$ cat config.mk
export PLATFORM = sky130hd
export DESIGN_NAME = cartesian_step_time_generator
export DESIGN_NICKNAME = d
export VERILOG_FILES = /design/src/sv/cstg_pkg.sv /design/src/sv/cartesian_step_time_generator.sv /design/src/sv/cstg_mul.sv /design/src/sv/cstg_sqrt.sv /design/src/sv/cstg_div.sv
export SDC_FILE = /design/constraint.sdc
export NUM_CORES = 2
export LEC_CHECK = 0
export BUFFER_PORTS_ARGS = -buffer_cell sky130_fd_sc_hd__buf_2
export CAP_MARGIN = 20
export CORE_MARGIN = 2
export CORE_UTILIZATION = 45
export CTS_CLUSTER_DIAMETER = 60
export DETAILED_ROUTE_END_ITERATION = 8
export PLACE_DENSITY = 0.61
export SETUP_SLACK_MARGIN = 0.02
export SLEW_MARGIN = 20
export SYNTH_ARGS = -nofsm -noshare
export SYNTH_HDL_FRONTEND = slang
export SYNTH_SLANG_ARGS = --single-unit
$ cat constraint.sdc
create_clock -name clk -period 11.5 [get_ports clk]
set_input_delay 2.3 -clock clk [delete_from_list [all_inputs] [get_ports clk]]
set_output_delay 2.3 -clock clk [all_outputs]
set_load 0.005 [all_outputs]
$ cat src/sv/cstg_pkg.sv
`timescale 1ns / 1ps
package cstg_pkg;

  localparam int MOVE_WORDS   = 12;
  localparam int CRUISE_SCALE = 1024;
  localparam int CRUISE_SHIFT = $clog2(CRUISE_SCALE);

  // request commands
  localparam logic [1:0] CMD_LOAD  = 2'd0;
  localparam logic [1:0] CMD_START = 2'd1;
  localparam logic [1:0] CMD_STEP  = 2'd2;

  // config register indexes
  localparam logic [1:0] REG_MIN_STEP = 2'd0;
  localparam logic [1:0] REG_MIN_CALC = 2'd1;
  localparam logic [1:0] REG_HALT     = 2'd2;

  // move word indexes
  localparam int W_TOTAL   = 0;
  localparam int W_ACCSTOP = 1;
  localparam int W_DECSTRT = 2;
  localparam int W_REVSTRT = 3;
  localparam int W_A       = 4;
  localparam int W_M       = 5;
  localparam int W_F       = 6;
  localparam int W_S       = 7;
  localparam int W_C       = 8;
  localparam int W_T       = 9;
  localparam int W_D       = 10;
  localparam int W_NEED    = 11;

  localparam logic [31:0] LATE_BIAS = 32'd10000000;

  typedef enum logic [2:0] {
    ST_IDLE, ST_MUL_AN, ST_MUL_SS, ST_SQRT, ST_CALC, ST_DIV, ST_NEED, ST_EMIT
  } state_t;

  typedef enum logic [1:0] {
    PH_ACCEL, PH_CRUISE, PH_DECEL, PH_REV
  } phase_t;

endpackage

$ cat src/sv/cartesian_step_time_generator.sv
`timescale 1ns / 1ps
// Load and start requests are taken in the idle state; a step in the reuse window
// goes on through the need check and emit states. A recalculated step runs one or
// two serial multiplies and may also run the serial square root and the reuse-count divider.
// One request is worked at a time; the result waits in an output register.
// Reset (rst_n, synchronous, active low) clears counters, flags and config to
// defaults; move words hold no reset value and must be loaded before a start.
module cartesian_step_time_generator import cstg_pkg::*; (
  input  logic        clk,
  input  logic        rst_n,
  input  logic        in_valid,
  output logic        in_ready,
  input  logic [1:0]  in_command,
  input  logic [3:0]  in_param_index,
  input  logic [63:0] in_param_value,
  output logic        out_valid,
  input  logic        out_ready,
  output logic [31:0] out_step_time,
  output logic        out_no_step,
  output logic        out_reverse_now,
  output logic        out_step_error,
  output logic        out_moving,
  output logic        out_last_step,
  input  logic        cfg_we,
  input  logic [1:0]  cfg_index,
  input  logic [15:0] cfg_data
);
  state_t state_r, state_nxt;
  phase_t phase_r, phase_nxt;

  logic [63:0] words_r [MOVE_WORDS];
  logic [15:0] msi_r, mci_r;
  logic        halt_r;

  logic [31:0] step_count_r, last_time_r, reuse_r, n_r, t_r, prev_r;
  logic [15:0] recalc_r;
  logic        active_r, error_r;
  logic [63:0] an_r;
  logic        res_nostep_r, res_rev_r;

  logic        out_valid_r, out_nostep_r, out_rev_r, out_err_r, out_mv_r, out_last_r;
  logic [31:0] out_time_r;

  logic [31:0] total, need, n_nxt, du;
  logic        acc_in, step_dead, reuse_go, too_fast, calc_hit, d_gt, emit_go, mv;

  logic        mul_start, mul_done, sqrt_start, sqrt_done, div_start, div_done;
  logic [63:0] mul_a, mul_p, radicand;
  logic [31:0] mul_b, root;
  logic [15:0] div_d, quot;

  assign total     = words_r[W_TOTAL][31:0];
  assign need      = words_r[W_NEED][31:0];
  assign n_nxt     = step_count_r + 32'd1;
  assign acc_in    = in_valid && in_ready;
  assign step_dead = !active_r || (step_count_r >= total);
  assign reuse_go  = (recalc_r > 16'd1) && (n_nxt != total);
  assign du        = t_r - prev_r;
  assign too_fast  = du[31] || (du < {16'b0, msi_r});
  assign calc_hit  = du < {16'b0, mci_r};
  assign d_gt      = words_r[W_D] > mul_p;
  assign emit_go   = !out_valid_r || out_ready;
  assign mv        = active_r && (step_count_r < total);

  always_comb begin
    if (n_nxt < words_r[W_ACCSTOP][31:0])      phase_nxt = PH_ACCEL;
    else if (n_nxt < words_r[W_DECSTRT][31:0]) phase_nxt = PH_CRUISE;
    else if (n_nxt < words_r[W_REVSTRT][31:0]) phase_nxt = PH_DECEL;
    else                                       phase_nxt = PH_REV;
  end

  // next state
  always_comb begin
    state_nxt = state_r;
    unique case (state_r)
      ST_IDLE: begin
        if (acc_in && in_command == CMD_STEP) begin
          if (step_dead)     state_nxt = ST_EMIT;
          else if (reuse_go) state_nxt = ST_NEED;
          else               state_nxt = ST_MUL_AN;
        end
      end
      ST_MUL_AN: begin
        if (mul_done) begin
          unique case (phase_r)
            PH_ACCEL:  state_nxt = ST_MUL_SS;
            PH_CRUISE: state_nxt = ST_CALC;
            PH_DECEL:  state_nxt = d_gt ? ST_SQRT : ST_CALC;
            default:   state_nxt = ST_SQRT;
          endcase
        end
      end
      ST_MUL_SS: if (mul_done) state_nxt = ST_SQRT;
      ST_SQRT:   if (sqrt_done) state_nxt = ST_CALC;
      ST_CALC: begin
        if (recalc_r == 16'd1) state_nxt = ST_NEED;
        else if (too_fast)     state_nxt = halt_r ? ST_EMIT : ST_NEED;
        else if (calc_hit)     state_nxt = ST_DIV;
        else                   state_nxt = ST_NEED;
      end
      ST_DIV:  if (div_done) state_nxt = ST_NEED;
      ST_NEED: state_nxt = ST_EMIT;
      ST_EMIT: if (emit_go) state_nxt = ST_IDLE;
      default: state_nxt = ST_IDLE;
    endcase
  end

  // unit control
  always_comb begin
    in_ready   = (state_r == ST_IDLE);
    mul_start  = 1'b0;
    sqrt_start = 1'b0;
    div_start  = 1'b0;
    mul_a      = words_r[W_A];
    mul_b      = n_nxt;
    radicand   = mul_p - words_r[W_F];
    unique case (state_r)
      ST_IDLE: begin
        mul_start = acc_in && (in_command == CMD_STEP) && !step_dead && !reuse_go;
        if (phase_nxt == PH_CRUISE) mul_a = {32'b0, words_r[W_M][31:0]};
      end
      ST_MUL_AN: begin
        mul_start  = mul_done && (phase_r == PH_ACCEL);
        mul_a      = {32'b0, words_r[W_S][31:0]};
        mul_b      = words_r[W_S][31:0];
        sqrt_start = mul_done && ((phase_r == PH_REV) || (phase_r == PH_DECEL && d_gt));
        if (phase_r == PH_DECEL) radicand = words_r[W_D] - mul_p;
      end
      ST_MUL_SS: begin
        sqrt_start = mul_done;
        radicand   = mul_p + an_r;
      end
      ST_CALC: div_start = (recalc_r != 16'd1) && !too_fast && calc_hit;
      default: ;
    endcase
  end

  assign div_d = (du[15:0] == 16'd0) ? 16'd1 : du[15:0];

  cstg_mul u_mul (
    .clk(clk), .rst_n(rst_n), .start(mul_start), .mcand(mul_a), .mplier(mul_b),
    .done(mul_done), .product(mul_p)
  );

  cstg_sqrt u_sqrt (
    .clk(clk), .rst_n(rst_n), .start(sqrt_start), .radicand(radicand),
    .done(sqrt_done), .root(root)
  );

  cstg_div u_div (
    .clk(clk), .rst_n(rst_n), .start(div_start), .dividend(mci_r), .divisor(div_d),
    .done(div_done), .quotient(quot)
  );

  // move words: no reset
  always_ff @(posedge clk) begin
    if (acc_in && in_command == CMD_LOAD && in_param_index < 4'(MOVE_WORDS))
      words_r[in_param_index] <= in_param_value;
  end

  always_ff @(posedge clk) begin
    if (!rst_n) begin
      msi_r  <= 16'd1;
      mci_r  <= 16'd256;
      halt_r <= 1'b0;
    end else if (cfg_we) begin
      unique case (cfg_index)
        REG_MIN_STEP: msi_r  <= cfg_data;
        REG_MIN_CALC: mci_r  <= cfg_data;
        REG_HALT:     halt_r <= cfg_data[0];
        default: ;
      endcase
    end
  end

  always_ff @(posedge clk) begin
    if (!rst_n) begin
      state_r      <= ST_IDLE;
      step_count_r <= '0;
      last_time_r  <= '0;
      recalc_r     <= '0;
      reuse_r      <= '0;
      active_r     <= 1'b0;
      error_r      <= 1'b0;
      out_valid_r  <= 1'b0;
    end else begin
      state_r <= state_nxt;
      if (out_valid_r && out_ready && !(state_r == ST_EMIT && emit_go))
        out_valid_r <= 1'b0;
      unique case (state_r)
        ST_IDLE: begin
          if (acc_in && in_command == CMD_START) begin
            step_count_r <= '0;
            last_time_r  <= '0;
            recalc_r     <= '0;
            reuse_r      <= '0;
            error_r      <= 1'b0;
            active_r     <= 1'b1;
          end else if (acc_in && in_command == CMD_STEP && !step_dead) begin
            step_count_r <= n_nxt;
            if (reuse_go) begin
              recalc_r    <= recalc_r - 16'd1;
              last_time_r <= last_time_r + reuse_r;
            end
          end
        end
        ST_CALC: begin
          last_time_r <= t_r;
          if (recalc_r == 16'd1) begin
            recalc_r <= '0;
          end else if (too_fast) begin
            error_r <= 1'b1;
            if (halt_r) reuse_r <= du;
          end else if (calc_hit) begin
            reuse_r <= du;
          end
        end
        ST_DIV: begin
          if (div_done) recalc_r <= (quot == 16'hFFFF) ? 16'hFFFF : quot + 16'd1;
        end
        ST_NEED: begin
          if (t_r > need) begin
            if (n_r == total) begin
              last_time_r <= need;
            end else begin
              error_r <= 1'b1;
              if (halt_r) reuse_r <= LATE_BIAS + t_r;
            end
          end
        end
        ST_EMIT: begin
          if (emit_go) begin
            out_valid_r <= 1'b1;
            if (!mv) active_r <= 1'b0;
          end
        end
        default: ;
      endcase
    end
  end

  // step datapath and result payload
  always_ff @(posedge clk) begin
    unique case (state_r)
      ST_IDLE: begin
        n_r          <= n_nxt;
        prev_r       <= last_time_r;
        phase_r      <= phase_nxt;
        res_nostep_r <= step_dead;
        res_rev_r    <= !step_dead && !reuse_go && phase_nxt == PH_REV
                        && n_nxt == words_r[W_REVSTRT][31:0];
        t_r          <= last_time_r + reuse_r;
      end
      ST_MUL_AN: begin
        if (mul_done) begin
          an_r <= mul_p;
          if (phase_r == PH_CRUISE)
            t_r <= mul_p[CRUISE_SHIFT +: 32] + words_r[W_C][31:0];
          else
            t_r <= words_r[W_T][31:0];
        end
      end
      ST_SQRT: begin
        if (sqrt_done) begin
          unique case (phase_r)
            PH_ACCEL: t_r <= root - words_r[W_S][31:0];
            PH_DECEL: t_r <= words_r[W_T][31:0] - root;
            default:  t_r <= words_r[W_T][31:0] + root;
          endcase
        end
      end
      ST_CALC: begin
        if (recalc_r != 16'd1 && too_fast && halt_r) res_nostep_r <= 1'b1;
      end
      ST_NEED: begin
        if (t_r > need) begin
          if (n_r == total) t_r <= need;
          else if (halt_r)  res_nostep_r <= 1'b1;
        end
      end
      ST_EMIT: begin
        if (emit_go) begin
          out_time_r   <= res_nostep_r ? 32'd0 : t_r;
          out_nostep_r <= res_nostep_r;
          out_rev_r    <= res_rev_r;
          out_err_r    <= error_r;
          out_mv_r     <= mv;
          out_last_r   <= !res_nostep_r && (n_r == total);
        end
      end
      default: ;
    endcase
  end

  assign out_valid       = out_valid_r;
  assign out_step_time   = out_time_r;
  assign out_no_step     = out_nostep_r;
  assign out_reverse_now = out_rev_r;
  assign out_step_error  = out_err_r;
  assign out_moving      = out_mv_r;
  assign out_last_step   = out_last_r;

  a_nostep_clean: assert property (@(posedge clk) disable iff (!rst_n)
    out_valid && out_no_step |-> out_step_time == 32'd0 && !out_last_step)
    else $error("no-step result carries a time or last flag");

  a_last_not_moving: assert property (@(posedge clk) disable iff (!rst_n)
    out_valid && out_last_step |-> !out_moving)
    else $error("last step reported while still moving");

  a_start_clears: assert property (@(posedge clk) disable iff (!rst_n)
    in_valid && in_ready && in_command == CMD_START |=>
      step_count_r == 32'd0 && !error_r && active_r)
    else $error("start request did not clear move counters");

  a_one_unit: assert property (@(posedge clk) disable iff (!rst_n)
    $countones({mul_start, sqrt_start, div_start}) <= 1)
    else $error("two arithmetic units started together");
endmodule

$ cat src/sv/cstg_mul.sv
`timescale 1ns / 1ps
// shift-add multiply, one multiplier bit per cycle, low 64 bits kept
module cstg_mul import cstg_pkg::*; (
  input  logic        clk,
  input  logic        rst_n,
  input  logic        start,
  input  logic [63:0] mcand,
  input  logic [31:0] mplier,
  output logic        done,
  output logic [63:0] product
);
  logic        busy_r, done_r;
  logic [4:0]  cnt_r;
  logic [63:0] acc_r, a_r;
  logic [31:0] b_r;

  always_ff @(posedge clk) begin
    if (!rst_n) begin
      busy_r <= 1'b0;
      done_r <= 1'b0;
      cnt_r  <= '0;
    end else begin
      done_r <= 1'b0;
      if (start) begin
        busy_r <= 1'b1;
        cnt_r  <= '0;
      end else if (busy_r) begin
        cnt_r <= cnt_r + 5'd1;
        if (cnt_r == 5'd31) begin
          busy_r <= 1'b0;
          done_r <= 1'b1;
        end
      end
    end
  end

  always_ff @(posedge clk) begin
    if (start) begin
      acc_r <= '0;
      a_r   <= mcand;
      b_r   <= mplier;
    end else if (busy_r) begin
      if (b_r[0]) acc_r <= acc_r + a_r;
      a_r <= {a_r[62:0], 1'b0};
      b_r <= {1'b0, b_r[31:1]};
    end
  end

  assign done    = done_r;
  assign product = acc_r;
endmodule

$ cat src/sv/cstg_sqrt.sv
`timescale 1ns / 1ps
// digit-by-digit square root, one root bit per cycle, rounds down
module cstg_sqrt import cstg_pkg::*; (
  input  logic        clk,
  input  logic        rst_n,
  input  logic        start,
  input  logic [63:0] radicand,
  output logic        done,
  output logic [31:0] root
);
  logic        busy_r, done_r;
  logic [4:0]  cnt_r;
  logic [63:0] v_r;
  logic [34:0] rem_r;
  logic [31:0] root_r;
  logic [34:0] rem_sh, trial;
  logic        ge;

  assign rem_sh = {rem_r[32:0], v_r[63:62]};
  assign trial  = {1'b0, root_r, 2'b01};
  assign ge     = rem_sh >= trial;

  always_ff @(posedge clk) begin
    if (!rst_n) begin
      busy_r <= 1'b0;
      done_r <= 1'b0;
      cnt_r  <= '0;
    end else begin
      done_r <= 1'b0;
      if (start) begin
        busy_r <= 1'b1;
        cnt_r  <= '0;
      end else if (busy_r) begin
        cnt_r <= cnt_r + 5'd1;
        if (cnt_r == 5'd31) begin
          busy_r <= 1'b0;
          done_r <= 1'b1;
        end
      end
    end
  end

  always_ff @(posedge clk) begin
    if (start) begin
      v_r    <= radicand;
      rem_r  <= '0;
      root_r <= '0;
    end else if (busy_r) begin
      v_r    <= {v_r[61:0], 2'b00};
      rem_r  <= ge ? rem_sh - trial : rem_sh;
      root_r <= {root_r[30:0], ge};
    end
  end

  assign done = done_r;
  assign root = root_r;
endmodule

$ cat src/sv/cstg_div.sv
`timescale 1ns / 1ps
// restoring divide, one quotient bit per cycle
module cstg_div import cstg_pkg::*; (
  input  logic        clk,
  input  logic        rst_n,
  input  logic        start,
  input  logic [15:0] dividend,
  input  logic [15:0] divisor,
  output logic        done,
  output logic [15:0] quotient
);
  logic        busy_r, done_r;
  logic [3:0]  cnt_r;
  logic [15:0] q_r, d_r;
  logic [16:0] rem_r, rem_sh;
  logic        ge;

  assign rem_sh = {rem_r[15:0], q_r[15]};
  assign ge     = rem_sh >= {1'b0, d_r};

  always_ff @(posedge clk) begin
    if (!rst_n) begin
      busy_r <= 1'b0;
      done_r <= 1'b0;
      cnt_r  <= '0;
    end else begin
      done_r <= 1'b0;
      if (start) begin
        busy_r <= 1'b1;
        cnt_r  <= '0;
      end else if (busy_r) begin
        cnt_r <= cnt_r + 4'd1;
        if (cnt_r == 4'd15) begin
          busy_r <= 1'b0;
          done_r <= 1'b1;
        end
      end
    end
  end

  always_ff @(posedge clk) begin
    if (start) begin
      q_r   <= dividend;
      d_r   <= divisor;
      rem_r <= '0;
    end else if (busy_r) begin
      rem_r <= ge ? rem_sh - {1'b0, d_r} : rem_sh;
      q_r   <= {q_r[14:0], ge};
    end
  end

  assign done     = done_r;
  assign quotient = q_r;
endmodule

# ---- Yosys cells after proc, flatten, opt, wreduce, memory -nomap -nowiden
# Memory sizes are Yosys's and may differ from the RTL's.
# Index checks and enable logic that the tools add are counted.
dict set report op_classes {
  bitwise_logic 4
  multipliers 0
  reduce_logical 68
  shifts 0
  n_div 0
  addsub 19
  mux 97
  n_lt_le_gt_ge 13
  n_eq_ne 45
}
# cell n
set op_table {}
lappend op_table {{$mux W32} 21}
lappend op_table {{$mux W64} 6}
lappend op_table {{$pmux W64 S2} 2}
lappend op_table {{$pmux W32 S3} 2}
lappend op_table {{$mux W16} 9}
lappend op_table {{$add A64 B64 Y64} 2}
lappend op_table {{$lt A32 B32 Y1} 4}
lappend op_table {{$pmux W32 S4} 1}
lappend op_table {{$sub A64 B64 Y64} 2}
lappend op_table {{$add A32 B32 Y32} 3}
lappend op_table {{$sub A32 B32 Y32} 3}
lappend op_table {{$eq A32 B32 Y1} 2}
lappend op_table {{$gt A64 B64 Y1} 1}
lappend op_table {{$lt A32 B16 Y1} 2}
lappend op_table {{$pmux W32 S2} 1}
lappend op_table {{$pmux W16 S3} 1}
lappend op_table {{$ge A35 B34 Y1} 1}
lappend op_table {{$mux W33} 1}
lappend op_table {{$sub A33 B33 Y33} 1}
lappend op_table {{$add A24 B32 Y32 const A} 1}
lappend op_table {{$add A32 B1 Y32 const B} 1}
lappend op_table {{$ge A32 B32 Y1} 1}
lappend op_table {{$gt A32 B32 Y1} 1}
lappend op_table {{$mux W1} 32}
lappend op_table {{46 further kinds} 145}
dict set report totals {
  out_inout_bits 39
  mem_bits_ro 0
  input_bits 93
  wordCells 289
  ramBits 768
  latchBits 0
  ff_bits 709
  memories 1
}
# memory words width rd rd_ports_with_merged_regs write_ports line_no
set memory_table {}
lappend memory_table {words_r 12 64 12 0 1 cartesian_step_time_generator.sv:31} ;# logic [63:0] words_r [MOVE_WORDS];

# ---- Logic depth before layout (Yosys ltp)
dict set report depth {
  ltp_word 9
  depth_mapped 23
  depth_no_buf 22
}

# ---- By module
# Synthesis repeated with hierarchy kept, for this count alone.
dict set report unflattened {
  cells_unflattened 8534
  hier_area_um2 80492.2
}
# mod cells_each area_per_inst_um2 seq_area_each_um2 instances
set modules_own_cells {}
lappend modules_own_cells {cartesian_step_time_generator 6435 59530.8 23472.5 1}
lappend modules_own_cells {cstg_mul 1052 10336.2 4304.1 1}
lappend modules_own_cells {cstg_sqrt 766 7621.1 3363.2 1}
lappend modules_own_cells {cstg_div 281 3004.1 1401.3 1}

# ---- Worst setup path after synthesis
# OpenSTA, ideal clock, no wires.
dict set report synth_timing {
  path_kind {input -> register}
  startpoint {in in_command[1]}
  endpoint {mem words_r[4][0], enable pin}
  n_path_buf 0
  cell_stages 4
  t_arrival_ns 6.028
  t_required_ns 11.014
  slack_ns 4.985
  setup_time_ns 0.486
  cell_sequence {nand3b_1 > a211oi_1 > or3b_2 > nor2_1}
}
dict set report synth_between {
  elab_chain_len 5
}
# element line_no
set synth_rtl {}
lappend synth_rtl {{start, declared} cartesian_step_time_generator.sv:13} ;# input logic [1:0] in_command,
lappend synth_rtl {{$logic_not A2 Y1} cartesian_step_time_generator.sv:157} ;# if (acc_in && in_command == CMD_LOAD && in_param_index < 4'(MOVE_WORDS))
lappend synth_rtl {{$logic_and A1 B1 Y1 (2 in a row)} cartesian_step_time_generator.sv:157}
lappend synth_rtl {{$mux W1} cartesian_step_time_generator.sv:157}
lappend synth_rtl {{$mux W1 (implied by the code)} cartesian_step_time_generator.sv:158} ;# words_r[in_param_index] <= in_param_value;
lappend synth_rtl {{end, declared} cartesian_step_time_generator.sv:31}
# No other way between the ends.

# ---- Worst setup path after layout
dict set report layout_timing {
  startpoint {reg step_count_r[0]}
  endpoint {reg u_mul.a_r[58], data pin}
}
dict set report layout_between {
  elab_chain_len 9
  word_cells_on_any_way 20
  cone_classes {add/sub: 1; order compare: 4; eq/ne: 2; mux: 7; reduce/logical: 6}
}
# element line_no
set layout_rtl {}
lappend layout_rtl {{start, declared} cartesian_step_time_generator.sv:35} ;# logic [31:0] step_count_r, last_time_r, reuse_r, n_r, t_r, prev_r;
lappend layout_rtl {{start signal, assigned} cartesian_step_time_generator.sv:200} ;# step_count_r <= n_nxt;
lappend layout_rtl {{$add A32 B1 Y32 *} cartesian_step_time_generator.sv:54} ;# assign n_nxt = step_count_r + 32'd1;
lappend layout_rtl {{via n_nxt[18]} cartesian_step_time_generator.sv:44} ;# logic [31:0] total, need, n_nxt, du;
lappend layout_rtl {{$lt A32 B32 Y1} cartesian_step_time_generator.sv:68} ;# else if (n_nxt < words_r[W_REVSTRT][31:0]) phase_nxt = PH_DECEL;
lappend layout_rtl {{$mux W1} cartesian_step_time_generator.sv:68}
lappend layout_rtl {{$mux W2} cartesian_step_time_generator.sv:67} ;# else if (n_nxt < words_r[W_DECSTRT][31:0]) phase_nxt = PH_CRUISE;
lappend layout_rtl {{$mux W2} cartesian_step_time_generator.sv:66} ;# if (n_nxt < words_r[W_ACCSTOP][31:0]) phase_nxt = PH_ACCEL;
lappend layout_rtl {{$eq A2 B1 Y1} cartesian_step_time_generator.sv:120} ;# if (phase_nxt == PH_CRUISE) mul_a = {32'b0, words_r[W_M][31:0]};
lappend layout_rtl {{$mux W64} cartesian_step_time_generator.sv:120}
lappend layout_rtl {{$pmux W64 S2} cartesian_step_time_generator.sv:117} ;# unique case (state_r)
lappend layout_rtl {{$mux W64 *} cstg_mul.sv:38} ;# if (start) begin
lappend layout_rtl {{end signal, assigned} cstg_mul.sv:40} ;# a_r <= mcand;
lappend layout_rtl {{end signal, assigned} cstg_mul.sv:44} ;# a_r <= {a_r[62:0], 1'b0};
lappend layout_rtl {{end, declared} cstg_mul.sv:14} ;# logic [63:0] acc_r, a_r;
# The timed path passes the listed nets; every way through them passes the cells marked *.
# A chain may end at the register's enable or synchronous reset.

==> impl_summary.log <==
INFO  metric cts_tree = done
INFO  metric synth_warnings = 0
INFO  metric async_reset_ff_share = 0%
INFO  metric synth_area_per_cell = 9.41 µm²
INFO  metric cts_sinks = 1189
INFO  metric leakagePower = 35.5 nW
INFO  metric max_clock_buf_depth = 3
INFO  metric cts_htree_levels = 4
INFO  metric die-width = 419 µm
INFO  metric antenna_violations_before_repair = 16
INFO  metric core-area = 172000 µm²
INFO  metric power.share.combinational = 49.1%
INFO  metric synth_compound_gate_area_share = 20.0%
INFO  metric synth.top_cell.area_share = 33.8%
INFO  metric post_cts.repair.setup_buffers = 0
INFO  metric hold_path_startpoint = msi_r[15]
INFO  metric place_hpwl = 196 mm
INFO  metric floorplan.initialDensity = 45.3%
INFO  metric gp_routability_congestion = 0.958
INFO  metric outcome = finished clean
INFO  metric netlist-cell-type-count = 99
INFO  metric synth_xor_xnor_area_share = 6.18%
INFO  metric drive_gt1_share = 7.31%
INFO  metric cp_data_arrival_time = 7230 ps
INFO  metric iteration_count_of_the_initial_detailed_routing_pass = 6
INFO  metric clock_power_share = 23.6%
INFO  metric finalClockSkew = 34.2 ps
INFO  metric power_per_cell_area = 244 nW/µm²
INFO  metric global_route_wire_length_before_repair = 390 mm
INFO  metric path_clk_slew = 60 ps
INFO  metric adder_cell_area_share_of_the_yosys_netlist = 10.8%
INFO  metric max_clock_freq = 153 MHz
INFO  metric critPathKind = reg -> reg
INFO  metric hold_viol = 0
INFO  metric hold_buffers = 0
INFO  metric die_height = 419 µm
INFO  metric final_worst_path_period_need = 6550 ps
INFO  metric switching_power = 9.12 mW
INFO  metric synth-edff-count = 873
INFO  metric post_synth_inst_count = 8256
INFO  metric syn_area = 77600 µm²
INFO  metric r2r-end = u_mul.a_r[58]
INFO  metric detail_route.drc_violations = 0
INFO  metric route.antenna.remaining_nets = 0
INFO  metric synth.yosys.seq_area_share = 41.9%
INFO  metric initialDrtViolationCount = 6246
INFO  metric worstRegToRegCells = 20
INFO  metric portbufs = 131
INFO  metric dominant_combinational_cell_family_by_area_after_synthesis = compound AO/OA/AOI/OAI gates
INFO  metric synth_fp_nets = 9016
INFO  metric row_count = 152
INFO  metric design.portCount = 132
INFO  metric fin_crit_sh = 57.0%
INFO  metric number_of_vias_per_cell = 5.98
INFO  metric timing.final.setup_violations = 0
INFO  metric rsz_0062_raised_after_global_routing = no
INFO  metric global_route.usage.total = 29.3%
INFO  metric report.power.total = 21.0 mW
INFO  metric hold_path_end = msi_r[15]
INFO  metric synth_ff_type = edfxtp_1
INFO  metric synthMuxAreaShare = 2.46%
INFO  metric timing.reg2reg.setup_slack = 4950 ps
INFO  metric worst_hold_path_type = reg -> reg
INFO  metric most_frequent_cells_in_the_layout = edfxtp_1, a21oi_1, nor2_1
INFO  metric worst_hold_path.num_cells = 2
INFO  metric tightestPinTransition = 1150 ps
INFO  metric synth_top_cell_by_area = edfxtp_1
INFO  metric syn_to_final_growth = 10.9%
INFO  metric routed_wirelength = 264 mm
INFO  metric power.ir.vdd_worst = 191 µV
INFO  metric finish.net_count = 9085
INFO  metric fin_hold_ws = 454 ps
INFO  metric synth_simple_gate_area_share = 14.1%
INFO  metric worstReg2RegStart = step_count_r[0]
INFO  metric timing.critical_path.fanout_max = 32
INFO  metric power_report.internal_total = 11.9 mW
INFO  metric cell_types_occupying_the_most_area_after_synthesis = edfxtp_1, ha_1, dfxtp_1
INFO  metric drv_cap = 0
INFO  metric crit_required = 12180 ps
INFO  metric later_pin_clock_latency_in_the_skew_report = 820 ps
INFO  metric placed_cell_area = 81000 µm²
INFO  metric tritoncts_buffer_count = 153
INFO  metric fin_tns_setup = 0 ps
INFO  metric grt_pass1_vias = 61091
INFO  metric p_sw_share = 43.4%
INFO  metric layout.filler_cells = 15950
INFO  metric final_max_slew_viol_count = 0
INFO  metric crit_path_start_kind = register
INFO  metric synth.ff_latch_count = 1189
INFO  metric master_cell_of_the_clock_root_buffer = clkbuf_16
INFO  metric gr-total-overflow = 0
INFO  metric end_kind = register
INFO  metric max_slew_margin = 23.4%
INFO  metric routedWlPerCell = 24.5 µm
INFO  metric power.share.sequential = 27.3%
INFO  metric via_count = 64424
INFO  metric grt_start_max_net_pins = 146
INFO  metric number_of_instances_resized_during_post_cts_repair = 0
INFO  metric die_area = 176000 µm²
INFO  metric finalInstanceArea = 86100 µm²
INFO  metric layout_commonest_cell = edfxtp_1
worst max path at each step:
stage,from,endpoint,slack (ps)
floorplan,in_command[1],words_r[4][0],4990
global placement,step_count_r[0],u_mul.a_r[62],5250
detailed placement,step_count_r[0],u_mul.a_r[58],5070
CTS,step_count_r[0],u_mul.a_r[48],5030
global route,step_count_r[0],u_mul.a_r[48],4470
finish,step_count_r[0],u_mul.a_r[58],4950
power groups by stage:
stage	clock network [mW]	registers, mW	logic (mW)
2_1_floorplan	0	5.58	7.18
3_3_place_gp	0	5.78	10.0
3_5_place_dp	0	5.80	10.1
4_1_cts	5.02	5.72	10.2
5_1_grt	5.19	5.78	11.2
6_report	4.95	5.73	10.3
worst max-delay path, stage by stage (launching register included):
cell and delay, ps:
dfxtp_1 570, ha_1 300, nand3_1 270, nor3_1 800
nand2_1 270, nor2_1 330, xor2_1 410, ha_1 320
a21o_1 170, a21o_1 190, a21o_1 180, a21o_1 180
a21o_1 190, a21o_1 190, a221oi_1 400, nand2_1 120
nand2_1 90, buf_4 460, and3_1 250, buf_4 410
a22o_1 220
registers in the layout, indices dropped and copies added (netlist names), 16 cells and up:
register,cells
u_sqrt.root,32
recalc_r,16
u_sqrt.v_r,64
msi_r,16
mci_r,16
u_mul.product,64
an_r,64
u_mul.b_r,32
prev_r,32
u_div.quotient,16
step_count_r,32
t_r,32
u_sqrt.rem_r,33
out_step_time,32
reuse_r,32
n_r,32
last_time_r,32
u_div.rem_r,16
u_div.d_r,16
words_r,480
u_mul.a_r,64
cells in the mapped netlist, types with 30 or more instances:
cell type and instances:
a221oi_1 66, nor3_1 121, nand2_1 656, a31oi_1 82, ha_1 657, nor2_1 724
and2_1 48, dfxtp_1 316, xnor2_1 346, xor2_1 197, edfxtp_1 873, o22ai_1 72
o31ai_1 35, nand4_1 132, mux2_2 36, inv_1 585, o21ai_0 443, and3_1 77
or3_1 44, a22o_1 37, a21boi_0 30, mux2i_1 150, nand3_1 147, nor2b_1 127
a21oi_1 789, nand2b_1 94, o21bai_1 60, o21a_1 72, a211oi_1 91, clkbuf_1 271
nor4_1 30, a21o_1 335, o211ai_1 61
metal layers:
| metal | up-vias | share of wire (%) | track usage [%] |
|---|---|---|---|
| met1 | 31232 | 43 | 39.7 |
| li1 | 30412 | - | - |
| met4 | 2 | 4.4 | 12.1 |
| met3 | 476 | 6.4 | 3.46 |
| met5 | - | 0.0068 | 0 |
| met2 | 2302 | 46 | 47.6 |
stage by stage:
step | std cells | worst slack (ps) | utilization, %
final | 10768 | 4950 | 50.2
after global routing | 10766 | 4470 | 50.2
after CTS | 10764 | 5030 | 50.2
after detailed placement | 10480 | 5070 | 47.2
after global placement | 10479 | 5250 | 47.2
after floorplan | 8256 | 4990 | -
cell families (layout without fill, tap and decap cells):
kind of cell               count (synthesis)  count (layout)
and+or+nand+nor                         2330            2330
AOI/OAI and AO/OA                       2426            2426
xor gates and xnor gates                 545             545
other                                      0               4
muxes                                    186             186
DFF                                     1189            1189
buffers and inverters                    913            1111
adders and majority gates                667             667
area by class of cell:
class	count	area, µm²	area share, %
sequential	1189	32600	37.8
antenna	4	10.0	0.0116
clock buffer	201	4170	4.85
clock inverter	83	982	1.14
inverter	589	2220	2.57
multi-input combinational	6154	41800	48.6
timing repair buffer	238	1480	1.72
tap	2310	2890	3.36
(Power assumes the default switching activity.)
